<file path="src/bdlp_pkg.sv">
// ----------------------------------------------------------------------------
// bdlp_pkg: shared types and constants for the button qualifier
// Holds the register indexes, event and state codes, and the item and
// configuration structures used across the block.
// ----------------------------------------------------------------------------
package bdlp_pkg;

  // Register indexes on the configuration port
  localparam logic [2:0] CFG_DEBOUNCE_MS    = 3'd0;
  localparam logic [2:0] CFG_LONG_PRESS_MS  = 3'd1;
  localparam logic [2:0] CFG_REPEAT_MS      = 3'd2;
  localparam logic [2:0] CFG_INTERRUPT_MODE = 3'd3;
  localparam logic [2:0] CFG_PIN_MASK       = 3'd4;
  localparam logic [2:0] CFG_RELEASE_STEP   = 3'd5;

  // Register reset values
  localparam logic [31:0] RST_DEBOUNCE_MS   = 32'd20;
  localparam logic [31:0] RST_LONG_PRESS_MS = 32'd1000;
  localparam logic [31:0] RST_REPEAT_MS     = 32'd200;
  localparam logic [15:0] RST_PIN_MASK      = 16'd1;

  // Item action codes
  localparam logic ACT_STEP = 1'b0;
  localparam logic ACT_IRQ  = 1'b1;

  // Reported state codes
  localparam logic [2:0] SC_IDLE     = 3'd0;
  localparam logic [2:0] SC_DEBOUNCE = 3'd1;
  localparam logic [2:0] SC_PRESSED  = 3'd2;
  localparam logic [2:0] SC_REPEAT   = 3'd3;
  localparam logic [2:0] SC_RELEASE  = 3'd4;

  // Event codes
  typedef enum logic [2:0] {
    EV_NONE    = 3'd0,
    EV_PRESS   = 3'd1,
    EV_LONG    = 3'd2,
    EV_REPEAT  = 3'd3,
    EV_RELEASE = 3'd4
  } event_t;

  // Internal one-hot state
  typedef enum logic [4:0] {
    ST_IDLE     = 5'b00001,
    ST_DEBOUNCE = 5'b00010,
    ST_PRESSED  = 5'b00100,
    ST_REPEAT   = 5'b01000,
    ST_RELEASE  = 5'b10000
  } state_t;

  typedef struct packed {
    logic [31:0] debounce_ms;
    logic [31:0] long_press_ms;
    logic [31:0] repeat_ms;
    logic        interrupt_mode;
    logic [15:0] button_pin_mask;
    logic        release_step_enable;
  } cfg_t;

  typedef struct packed {
    logic        action;
    logic        pin_pressed;
    logic [15:0] irq_pin_mask;
    logic [31:0] now_ms;
  } item_t;

  // One-hot state to reported code
  function automatic logic [2:0] state_code(state_t s);
    logic [2:0] c;
    case (s)
      ST_IDLE:     c = SC_IDLE;
      ST_DEBOUNCE: c = SC_DEBOUNCE;
      ST_PRESSED:  c = SC_PRESSED;
      ST_REPEAT:   c = SC_REPEAT;
      ST_RELEASE:  c = SC_RELEASE;
      default:     c = SC_IDLE;
    endcase
    return c;
  endfunction

endpackage

</file>
<file path="src/bdlp_cfg_regs.sv">
// ----------------------------------------------------------------------------
// bdlp_cfg_regs: configuration register file
// Six write-only registers, masked to their widths; unknown indexes ignored.
// ----------------------------------------------------------------------------
module bdlp_cfg_regs (
  input  logic                clk,
  input  logic                rst,
  input  logic                cfg_we,
  input  logic [2:0]          cfg_index,
  input  logic [31:0]         cfg_data,
  output bdlp_pkg::cfg_t      cfg
);

  bdlp_pkg::cfg_t regs;

  // Register writes
  always_ff @(posedge clk) begin
    if (rst) begin
      regs.debounce_ms         <= bdlp_pkg::RST_DEBOUNCE_MS;
      regs.long_press_ms       <= bdlp_pkg::RST_LONG_PRESS_MS;
      regs.repeat_ms           <= bdlp_pkg::RST_REPEAT_MS;
      regs.interrupt_mode      <= 1'b0;
      regs.button_pin_mask     <= bdlp_pkg::RST_PIN_MASK;
      regs.release_step_enable <= 1'b1;
    end else if (cfg_we) begin
      case (cfg_index)
        bdlp_pkg::CFG_DEBOUNCE_MS:    regs.debounce_ms         <= cfg_data;
        bdlp_pkg::CFG_LONG_PRESS_MS:  regs.long_press_ms       <= cfg_data;
        bdlp_pkg::CFG_REPEAT_MS:      regs.repeat_ms           <= cfg_data;
        bdlp_pkg::CFG_INTERRUPT_MODE: regs.interrupt_mode      <= cfg_data[0];
        bdlp_pkg::CFG_PIN_MASK:       regs.button_pin_mask     <= cfg_data[15:0];
        bdlp_pkg::CFG_RELEASE_STEP:   regs.release_step_enable <= cfg_data[0];
        default: ;
      endcase
    end
  end

  assign cfg = regs;

endmodule

</file>
<file path="src/bdlp_fsm.sv">
// ----------------------------------------------------------------------------
// bdlp_fsm: qualifier state machine
// Holds state, time stamp and latched interrupt flag; computes the event and
// next state for the item in the input register and commits on fire.
// ----------------------------------------------------------------------------
module bdlp_fsm (
  input  logic                clk,
  input  logic                rst,
  input  bdlp_pkg::cfg_t      cfg,
  input  logic                fire,
  input  bdlp_pkg::item_t     item,
  output bdlp_pkg::event_t    event_code,
  output logic [2:0]          state_out
);

  bdlp_pkg::state_t state, state_next;
  logic [31:0]      last_stamp, last_stamp_next;
  logic             irq_latched, irq_latched_next;

  logic [31:0] elapsed;
  logic [31:0] limit;
  logic        expired;

  // Timeout: wrapping difference strictly above the threshold for this state
  assign elapsed = item.now_ms - last_stamp;

  always_comb begin
    case (state)
      bdlp_pkg::ST_DEBOUNCE: limit = cfg.debounce_ms;
      bdlp_pkg::ST_PRESSED:  limit = cfg.long_press_ms;
      default:               limit = cfg.repeat_ms;
    endcase
  end

  assign expired = elapsed > limit;

  // Step logic
  always_comb begin
    state_next       = state;
    last_stamp_next  = last_stamp;
    irq_latched_next = irq_latched;
    event_code       = bdlp_pkg::EV_NONE;
    if (item.action == bdlp_pkg::ACT_IRQ) begin
      if (cfg.interrupt_mode && (item.irq_pin_mask == cfg.button_pin_mask) &&
          (state == bdlp_pkg::ST_IDLE)) begin
        irq_latched_next = 1'b1;
      end
    end else begin
      case (state)
        bdlp_pkg::ST_IDLE: begin
          if (cfg.interrupt_mode ? irq_latched : item.pin_pressed) begin
            state_next      = bdlp_pkg::ST_DEBOUNCE;
            last_stamp_next = item.now_ms;
          end
        end
        bdlp_pkg::ST_DEBOUNCE: begin
          if (expired) begin
            if (cfg.interrupt_mode) irq_latched_next = 1'b0;
            if (item.pin_pressed) begin
              state_next      = bdlp_pkg::ST_PRESSED;
              last_stamp_next = item.now_ms;
              event_code      = bdlp_pkg::EV_PRESS;
            end else begin
              state_next = bdlp_pkg::ST_IDLE;
            end
          end
        end
        bdlp_pkg::ST_PRESSED, bdlp_pkg::ST_REPEAT: begin
          if (!item.pin_pressed) begin
            irq_latched_next = 1'b0;
            state_next = cfg.release_step_enable ? bdlp_pkg::ST_RELEASE
                                                 : bdlp_pkg::ST_IDLE;
          end else if (expired) begin
            state_next      = bdlp_pkg::ST_REPEAT;
            last_stamp_next = item.now_ms;
            event_code      = (state == bdlp_pkg::ST_PRESSED) ? bdlp_pkg::EV_LONG
                                                              : bdlp_pkg::EV_REPEAT;
          end
        end
        bdlp_pkg::ST_RELEASE: begin
          state_next = bdlp_pkg::ST_IDLE;
          event_code = bdlp_pkg::EV_RELEASE;
        end
        default: ;
      endcase
    end
  end

  assign state_out = bdlp_pkg::state_code(state_next);

  // State registers
  always_ff @(posedge clk) begin
    if (rst) begin
      state       <= bdlp_pkg::ST_IDLE;
      last_stamp  <= '0;
      irq_latched <= 1'b0;
    end else if (fire) begin
      state       <= state_next;
      last_stamp  <= last_stamp_next;
      irq_latched <= irq_latched_next;
    end
  end

endmodule

</file>
<file path="src/button_debounce_longpress_repeat.sv">
// ----------------------------------------------------------------------------
// button_debounce_longpress_repeat: push-button qualifier
// Debounce, long press and auto-repeat on a step stream; one result per item.
// ----------------------------------------------------------------------------
// Pipeline: input register, then result register, with the state update
//   between them; the result is registered. Throughput: one item per cycle
//   while the result channel is not stalled, set by the single state update
//   between the two registers.
// Reset: synchronous; state returns to idle, time stamp and interrupt flag to
//   zero, registers to their defaults, both pipeline registers empty.
module button_debounce_longpress_repeat (
  input  logic        clk,
  input  logic        rst,
  // configuration
  input  logic        cfg_we,
  input  logic [2:0]  cfg_index,
  input  logic [31:0] cfg_data,
  // step channel
  input  logic        step_valid,
  output logic        step_stall,
  input  logic        action,
  input  logic        pin_pressed,
  input  logic [15:0] irq_pin_mask,
  input  logic [31:0] now_ms,
  // result channel
  output logic        result_valid,
  input  logic        result_stall,
  output logic [2:0]  event_res,
  output logic [2:0]  fsm_state_out
);

  bdlp_pkg::cfg_t   cfg;
  bdlp_pkg::item_t  s1_item;
  bdlp_pkg::event_t ev_code;
  logic             s1_valid;
  logic             res_load, s1_adv, step_acc;
  logic [2:0]       st_code;
  logic [2:0]       res_event, res_state;

  bdlp_cfg_regs u_cfg (
    .clk       (clk),
    .rst       (rst),
    .cfg_we    (cfg_we),
    .cfg_index (cfg_index),
    .cfg_data  (cfg_data),
    .cfg       (cfg)
  );

  // Flow control
  assign res_load   = !result_valid || !result_stall;
  assign s1_adv     = s1_valid && res_load;
  assign step_stall = s1_valid && !res_load;
  assign step_acc   = step_valid && !step_stall;

  // Input register
  always_ff @(posedge clk) begin
    if (rst) begin
      s1_valid <= 1'b0;
    end else if (step_acc) begin
      s1_valid <= 1'b1;
    end else if (s1_adv) begin
      s1_valid <= 1'b0;
    end
  end

  always_ff @(posedge clk) begin
    if (step_acc) begin
      s1_item.action       <= action;
      s1_item.pin_pressed  <= pin_pressed;
      s1_item.irq_pin_mask <= irq_pin_mask;
      s1_item.now_ms       <= now_ms;
    end
  end

  bdlp_fsm u_fsm (
    .clk        (clk),
    .rst        (rst),
    .cfg        (cfg),
    .fire       (s1_adv),
    .item       (s1_item),
    .event_code (ev_code),
    .state_out  (st_code)
  );

  // Result register
  always_ff @(posedge clk) begin
    if (rst) begin
      result_valid <= 1'b0;
    end else if (res_load) begin
      result_valid <= s1_valid;
    end
  end

  always_ff @(posedge clk) begin
    if (s1_adv) begin
      res_event <= ev_code;
      res_state <= st_code;
    end
  end

  assign event_res     = res_event;
  assign fsm_state_out = res_state;

endmodule

</file>
<file path="config.mk">
export PLATFORM = sky130hd
export DESIGN_NAME = button_debounce_longpress_repeat
export DESIGN_NICKNAME = d
export VERILOG_FILES = /design/src/bdlp_pkg.sv /design/src/bdlp_cfg_regs.sv /design/src/bdlp_fsm.sv /design/src/button_debounce_longpress_repeat.sv
export SDC_FILE = /design/constraint.sdc
export NUM_CORES = 1
export LEC_CHECK = 0
export BUFFER_PORTS_ARGS = -buffer_cell sky130_fd_sc_hd__buf_4
export CORE_AREA = 4 4 164 166
export DETAILED_ROUTE_END_ITERATION = 12
export DIE_AREA = 0 0 168 170
export PLACE_DENSITY_LB_ADDON = 0.1
export SETUP_SLACK_MARGIN = 0.02
export SYNTH_ARGS = -nofsm -noshare
export SYNTH_HDL_FRONTEND = slang
export SYNTH_SLANG_ARGS = --single-unit
</file>
<file path="constraint.sdc">
create_clock -name clk -period 12.45 [get_ports clk]
set_clock_uncertainty 0.05 [all_clocks]
set_input_delay 0 -clock clk [delete_from_list [all_inputs] [get_ports clk]]
set_output_delay 0 -clock clk [all_outputs]
set_load 0.005 [all_outputs]
</file>
=== Word level (Yosys, flattened, before mapping) ===
Index checks and enable logic that the tools add are counted.

* Bits in registers: 210
* Input bits: 90
* Output and inout bits: 8
* Logic and storage cells: 98

* Add/sub/neg operators: 1
* Magnitude comparators: 1
* Equality and inequality tests: 24
* Muxes and demuxes: 31
* Bitwise operators: 1
* Reductions and logical operators: 23

{| class="wikitable"
|+ Operators with widths
! kind !! count
|-
| 2-to-1 mux 32 bit || 5
|-
| case mux 32 bit (3 select lines) || 1
|-
| case mux 32 bit (2 select lines) || 1
|-
| > comparator 32 bit || 1
|-
| subtractor 32 bit || 1
|-
| 2-to-1 mux 5 bit || 6
|-
| case mux 5 bit (4 select lines) || 1
|-
| == test 16 bit || 1
|-
| 2-to-1 mux 3 bit || 4
|-
| case mux 3 bit (4 select lines) || 1
|-
| AND reduction 2 bit || 6
|-
| == test 5 x 2 -> 1 bit, second input constant || 2
|-
| == test 5 x 3 -> 1 bit, second input constant || 2
|-
| == test 5 x 4 -> 1 bit, second input constant || 2
|-
| == test 5 bit, second input constant || 2
|-
| 2-to-1 mux 1 bit || 10
|-
| case mux 3 bit (3 select lines) || 1
|-
| AND reduction 8 bit || 1
|-
| == test 3 x 2 -> 1 bit, second input constant || 2
|-
| == test 3 bit, second input constant || 2
|-
| inequality test 2 x 1 -> 1 bit, second input constant || 3
|-
| inequality test 2 bit, second input constant || 3
|-
| inequality test 3 bit, second input constant || 2
|-
| AND reduction 6 bit || 1
|-
| 12 further kinds || 20
|}

=== Logic depth before layout (Yosys ltp) ===
Gate-level depths: netlist (run 1).

* Word-level depth: 9
* Gate-level depth with buffers: 27
* Gate-level depth less buffers: 25

=== Cells and area by module ===
From an unflattened synthesis (run 1), not the netlist that was laid out.

* Cell total of the unflattened synthesis: 1086
* Area, all modules: 11063.1 um2

{| class="wikitable"
|+ Modules (own cells, without submodules)
! module !! times used !! cells an instance !! area an instance (um2) !! sequential area each (um2)
|-
| bdlp_fsm || 1 || 599 || 4740.8 || 760.7
|-
| bdlp_cfg_regs || 1 || 421 || 4554.4 || 2282.2
|-
| button_debounce_longpress_repeat || 1 || 66 || 1767.9 || 1721.7
|}

=== Worst setup path after synthesis (run 1) ===
No wires, ideal clock.

* Path type: reg2reg
* Start: reg s1_item[1] (netlist bit)
* End: reg u_fsm.last_stamp[2]
* Setup time: 128 ps
* Arrival time: 5259 ps
* Data required time: 12272 ps
* Path slack: 7014 ps
* Stages on the path, launching flop included: 25
* Path buffers: 2
* Period minus slack after synthesis: 5436 ps
* Cell sequence: edfxtp_1 -> ha_1 -> nor2b_1 -> o2111a_1 -> o31a_1 -> o31a_1 -> a2111o_1 -> o31ai_4 -> o211ai_2 -> a21oi_2 -> a21oi_1 -> xnor2_1 -> ha_1 -> nand4_1 -> nor2b_1 -> nand3_1 -> or4_1 -> nor2b_1 -> o21ai_0 -> a21o_1 -> a21o_1 -> clkbuf_1 -> buf_2 -> mux2i_1 -> nor2_1

* Cells in the longest elaborated chain, start to end: 4
* Elaborated cells between the ends (all ways): 5
* Those cells by class: 1 x add/sub; 1 x order compare; 2 x eq/ne; 1 x reduce/logical

{| class="wikitable"
|+ Ends and longest elaborated chain
! item !! line !! RTL
|-
| from (decl) || button_debounce_longpress_repeat.sv:33 || <nowiki>bdlp_pkg::item_t s1_item;</nowiki>
|-
| subtractor 32 bit (*) || bdlp_fsm.sv:25 || <nowiki>assign elapsed = item.now_ms - last_stamp;</nowiki>
|-
| > comparator 32 bit (*) || bdlp_fsm.sv:35 || <nowiki>assign expired = elapsed > limit;</nowiki>
|-
| inequality test 2 x 1 -> 1 bit (no source line) || n/a ||
|-
| AND reduction 8 bit (no source line) (*) || n/a ||
|-
| to (signal assigned) || bdlp_fsm.sv:99 || <nowiki>last_stamp <= last_stamp_next;</nowiki>
|-
| to (decl) || bdlp_fsm.sv:17 || <nowiki>logic [31:0] last_stamp, last_stamp_next;</nowiki>
|}

Every way passes the cells marked *; elsewhere a longest branch is shown, timed or not.
A chain may end at the register's enable or synchronous reset.

=== Final worst setup path (run 1) ===
* Start: reg s1_item[0] (netlist bit)
* End: reg u_fsm.last_stamp[17]

The elaborated chain is that of the path after synthesis.

==> impl_metrics.ini, run 1 <==
[global_route]
met3_usage_pct = 2.93
met1_usage_pct = 25.4
grt_max_degree = 79
grt_use_met2_pct = 30.3
grt_pass1_wl_microns = 43100
track_usage_pct = 18.2
busiest_layer = met2
antenna_found_initial = 0
grt_overflow_total = 0
grt_pass1_vias = 8329

[cts]
cts-root-buf = clkbuf_16
cts.clk_slew.worst_paths_ps = 60
cts_num_sinks = 210
clock_latency_ps = 530
cts_made_buffers = 24
cts_tree = done
clockBufferDepth = 3
h-tree-depth = 1

[pwr]
comb_power_share_pct = 13.9
cellLeakagePower_nw = 5.16
p_total_mw = 1.68
clock_power_share_pct = 42.1
p_switching_mw = 0.421
intPower_mw = 1.26
switching_share_pct = 25.0
pwr-share-seq_pct = 44.0
power_density_nw_per_um2 = 129
ir_drop_v = 0.000112

[setup_path]
worst_ep_arrival_time_ps = 6860
crit_top_cell = o21ai_0
path_max_fanout = 32
required_ps = 12780
crit_type = reg -> reg
critPathTopFamily = compound AO/OA/AOI/OAI gates
critPathBufInv = 2
crit_slowest_cell = a21o_2
cp-end-kind = flip-flop
ff2ff_path_depth = 25
crit_cells = 25
cp_slowest_stage_delay_ps = 840
start_kind = flip-flop

[flow_run]
max_cap_viol_count = 0

[placed_design]
gp_congestion = 0.802
dpl.cell_count = 1533
place_hpwl_microns = 17000
place_area_sq_um = 11300
io_buffers = 97

[cells_and_area]
drive_gt1_share_pct = 11.9
mostFrequentLayoutCells = nand2_1, a21oi_1, dfxtp_1
syn_to_final_growth_pct = 26.4
finalInstanceArea_sq_um = 13000
multi_input_comb_area_sq_um = 5140
seq_area_sq_um = 4760
layout_commonest_cell = nand2_1
stdcell_count = 1666
fin_nets = 1468
fillers = 2384
antenna_cells = 0

[route]
drtIter0Drc = 412
wl_per_cell_microns = 15.9
first_pass_iters = 5
drc = 0
via_per_inst = 5.13
postRouteAntennaNets = 0
routed-via-count = 8550
drt-total-wl_microns = 26500

[logic_synthesis]
netlist_instances = 1157
synth_area_leaders = dfxtp_1, edfxtp_1, nand2_1
ys_types = 57
synth-edff-count = 56
ys_seq_elements = 210
synthesis.area_sq_um = 10300
seq_area_frac_synth_pct = 46.4
synth_top_area_share_pct = 30.0
async_flop_share_pct = 0
yosys.area.top_type = dfxtp_1
syn_nets = 1311
yosys_warnings = 0
synth_top_flop_cell = dfxtp_1
syn_avg_cell_area_sq_um = 8.87

[timing]
whs_ps = 25.0
grt_setup_unrepaired = false
fin_crit_sh_pct = 52.5
timing.slew.headroom_pct = 28.3
tns_ps = 0
maxSlewViolCount = 0
post-route-min-period_ps = 6540
tightestPinTransition_ps = 1080
timing_hold_violations_final = 0
fmax_mhz = 153
setup_viol = 0

[floorplanning]
die_area_sq_um = 28600
fp.dieW_microns = 168
io_pins = 98
coreArea_sq_um = 25600
start_util_pct = 40.1
row_count = 59
fp.dieH_microns = 170

[min_path]
hold_depth = 2
min_path_type = in -> reg

[outcome]
outcome = finished clean
power by group through the flow:
| stage | clock (mW) | sequential, mW | combinational (mW) |
|---|---|---|---|
| 2_1_floorplan | 0 | 0.749 | 0.143 |
| 3_3_place_gp | 0 | 0.755 | 0.210 |
| 3_5_place_dp | 0 | 0.754 | 0.211 |
| 4_1_cts | 0.729 | 0.740 | 0.235 |
| 5_1_grt | 0.765 | 0.742 | 0.263 |
| 6_report | 0.707 | 0.740 | 0.234 |
routing by layer:
metal  share of wire (%)  vias to the layer above  wire length [microns]
li1                    -                     4338                      -
met1                  48                     4003                  12700
met2                  46                      179                  12200
met3                 4.8                       30                   1270
met4                 1.4                        0                    378
met5                   0                        -                      0
cells by family (layout without fill, tap and decap cells):
logic type / Yosys count / after routing / synth area share [%]
AOI/OAI and AO/OA: 294 / 294 / 17.7
xor gates and xnor gates: 47 / 47 / 4.01
adders and majority gates: 64 / 64 / 7.87
buffers and inverters: 104 / 278 / 3.84
DFF: 210 / 210 / 46.4
muxes: 35 / 35 / 3.41
and+or+nand+nor: 403 / 403 / 16.7
area by class of cell:
class,count,share of cell area (%)
inverters,41,1.19
clock inverters,6,0.443
multi-input cells,843,39.6
flip-flops and latches,210,36.7
repair buffers,194,13.0
clock buffers,37,5.87
well taps,335,3.23
state kept, by name (all words and copies together) (netlist names):
register           flops
fsm_state_out          3
u_fsm.irq_latched      1
s1_valid               1
u_cfg.cfg            114
event_res              3
result_valid           1
u_fsm.last_stamp      32
u_fsm.state            5
s1_item               50
synth_stat cells (all sizes together) (10+ instances only):
cell type / number
nor3: 12
o21ai: 20
a21oi: 167
dfxtp: 154
nand3: 22
ha: 63
nand2: 245
clkbuf: 60
inv: 41
o21a: 10
a21o: 20
xnor2: 22
nor2b: 13
a22o: 32
nor2: 65
edfxtp: 56
nand4: 10
xor2: 25
mux2i: 35
timing repair:
action | CTS | global route
gates resized for setup | 0 | 0
setup buffers | 0 | 0
hold buffers | 90 | 0
endpoints found under the hold margin | 177 | 0
worst reg2reg max path: cells and delay by family (launching register included):
family                     cells  cell delay, ps
DFF                            1             390
AOI/OAI and AO/OA             11            3470
xor gates and xnor gates       1              90
and+or+nand+nor                7            1070
adders and majority gates      3             870
muxes                          1             330
buffers and inverters          2             120
stage by stage:
step           setup WS, ps  utilization (%)
2_1_floorplan          7010                -
3_3_place_gp           6170             44.0
3_5_place_dp           5930             44.0
4_1_cts                5880             50.7
5_1_grt                5210             50.7
6_report               5910             50.7
worst paths after layout:
kind / start / to / slack, ps
max: s1_item[0]$_DFFE_PP_ / u_fsm.last_stamp[17]$_SDFFE_PP0P_ / 5910
min: rst / u_cfg.cfg[91]$_SDFFE_PP0P_ / 20
max reg2reg: s1_item[0]$_DFFE_PP_ / u_fsm.last_stamp[17]$_SDFFE_PP0P_ / 5910
min reg2reg: u_cfg.cfg[20]$_SDFFE_PP0P_ / u_cfg.cfg[20]$_SDFFE_PP0P_ / 400
Power figures use the tool's default switching activity.
==> inputs of run 2 (changes only) <==
==> constraint.sdc (replaced) <==
create_clock -name clk -period 6.5 [get_ports clk]
set_clock_uncertainty 0.05 [all_clocks]
set_input_delay 0 -clock clk [delete_from_list [all_inputs] [get_ports clk]]
set_output_delay 0 -clock clk [all_outputs]
set_load 0.005 [all_outputs]
==> run 2 against run 1 <==
First-iteration DRC count up 13%. Utilization up 0.41 points. Non-clock buffer count up 10. Maximum frequency up 10%. Cell count up 0.84%. Critical path depth up 1. Register-to-register slack worse by 5300 ps. Total power up 92%. Critical endpoint is now fsm_state_out[1]$_DFFE_PP_. Largest cell class unchanged. Largest power group unchanged.
==> impl_metrics.ini, run 2 (synthesis gave the netlist of run 1 again) <==
[pwr]
cellLeakagePower_nw = 5.22
p_total_mw = 3.22
ir_drop_v = 0.000192
power_density_nw_per_um2 = 246

[floorplanning]
fp.dieH_microns = 170
io_pins = 98
row_count = 59
start_util_pct = 40.1
coreArea_sq_um = 25600
die_area_sq_um = 28600
fp.dieW_microns = 168

[setup_path]
r2r-end = fsm_state_out[1]$_DFFE_PP_
path_max_fanout = 4
cp-end-kind = flip-flop
startpoint = s1_item[0]$_DFFE_PP_
crit_type = reg -> reg
worst_ep_arrival_time_ps = 6170
r2r-start = s1_item[0]$_DFFE_PP_
required_ps = 6750
start_kind = flip-flop
ff2ff_path_depth = 26
rrSetupSlack_ps = 580

[route]
drtIter0Drc = 465
routed-via-count = 8517
drc = 0
via_per_inst = 5.07
wl_per_cell_microns = 15.7
drt-total-wl_microns = 26400
postRouteAntennaNets = 0
first_pass_iters = 5

[timing]
fin_crit_sh_pct = 91.0
grt_setup_unrepaired = true
post-route-min-period_ps = 5920
whs_ps = 123
tns_ps = 0
timing.slew.headroom_pct = 39.1
timing_hold_violations_final = 0
fmax_mhz = 169
maxSlewViolCount = 0
setup_viol = 0
tightestPinTransition_ps = 911

[min_path]
min_to = s1_item[48]$_DFFE_PP_
hold_depth = 2
min_path_type = in -> reg
hp-start = pin_pressed

[placed_design]
gp_congestion = 0.822
io_buffers = 97
place_hpwl_microns = 16900
place_area_sq_um = 11300

[global_route]
grt_overflow_total = 0
antenna_found_initial = 0
grt_use_met2_pct = 30.2
grt_pass1_wl_microns = 42700
met3_usage_pct = 2.72
track_usage_pct = 18.1
busiest_layer = met2
met1_usage_pct = 25.2
grt_max_degree = 79
grt_pass1_vias = 8298

[cells_and_area]
drive_gt1_share_pct = 12.1
mostFrequentLayoutCells = nand2_1, a21oi_1, dfxtp_1
antenna_cells = 0
fillers = 2423
layout_commonest_cell = nand2_1
fin_util_pct = 51.1
syn_to_final_growth_pct = 27.4
seq_area_sq_um = 4760
multi_input_comb_area_sq_um = 5150
largest_register_ffs = 114
fin_nets = 1480
finalInstanceArea_sq_um = 13100

[outcome]
outcome = finished clean

[cts]
cts-root-buf = clkbuf_16
cts_tree = done
h-tree-depth = 1
clockBufferDepth = 3
clock_latency_ps = 550
cts_num_sinks = 210
cts.clk_slew.worst_paths_ps = 60
cts_made_buffers = 26

[flow_run]
max_cap_viol_count = 0
## run 2: through the flow
step | setup slack, ps | cells
final | 584 | 1680
after global routing | 2.09 | 1680
after CTS | 307 | 1678
after detailed placement | 339 | 1535
after global placement | 603 | 1535
after floorplan | 1060 | 1157
## run 2: worst max path at each step
stage | endpoint | slack, ps | cells past startpoint
finish | fsm_state_out[1]$_DFFE_PP_ | 580 | 26
global route | fsm_state_out[1]$_DFFE_PP_ | 2 | 26
CTS | fsm_state_out[1]$_DFFE_PP_ | 310 | 25
detailed placement | fsm_state_out[1]$_DFFE_PP_ | 340 | 25
global placement | fsm_state_out[1]$_DFFE_PP_ | 600 | 25
floorplan | u_fsm.last_stamp[2]$_SDFFE_PP0P_ | 1060 | 24
## run 2: cell type report
cell class	count	share of cell area, %
multi-input combinational	843	39.3
sequential	210	36.4
timing repair buffer	204	13.6
clock buffer	36	5.58
tap	335	3.20
inverter	41	1.18
clock inverter	11	0.650
## run 2: report_power, final
group / switching, mW / total [mW] / internal [mW]
clock network: 0.561 / 1.35 / 0.788
logic: 0.234 / 0.452 / 0.217
registers: 0.0270 / 1.42 / 1.39
## run 2: metal layers
layer,up-vias,wire [microns]
met4,0,427
met1,3961,12800
met5,-,0
met2,149,12200
li1,4371,-
met3,36,1030
## run 2: timing repair
| item | 4_1_cts | 5_1_grt |
|---|---|---|
| hold buffers | 96 | 0 |
| gates resized for setup | 0 | 2 |
| buffers inserted | 0 | 2 |
| setup endpoints to repair | 0 | 36 |
| endpoints found under the hold margin | 183 | 0 |
## run 2: worst max-delay path, cell delays in order (launching register included)
cell       delay, ps
edfxtp_1         380
inv_1             70
ha_1             160
inv_1             50
fa_1             420
a211oi_1         280
o21ai_0          160
o2111ai_1        200
a21boi_0         210
o41ai_2          480
o21ai_0          210
o31ai_1          310
nand2b_1          90
a21oi_1          180
xnor2_1           90
ha_1             300
nand4_1          100
nor2b_1          130
nand3_1           90
or4_1            420
nor2b_1          140
o21ai_0          240
a21o_1           240
buf_4            130
o311ai_1         160
xnor2_1          190
and3_1           180
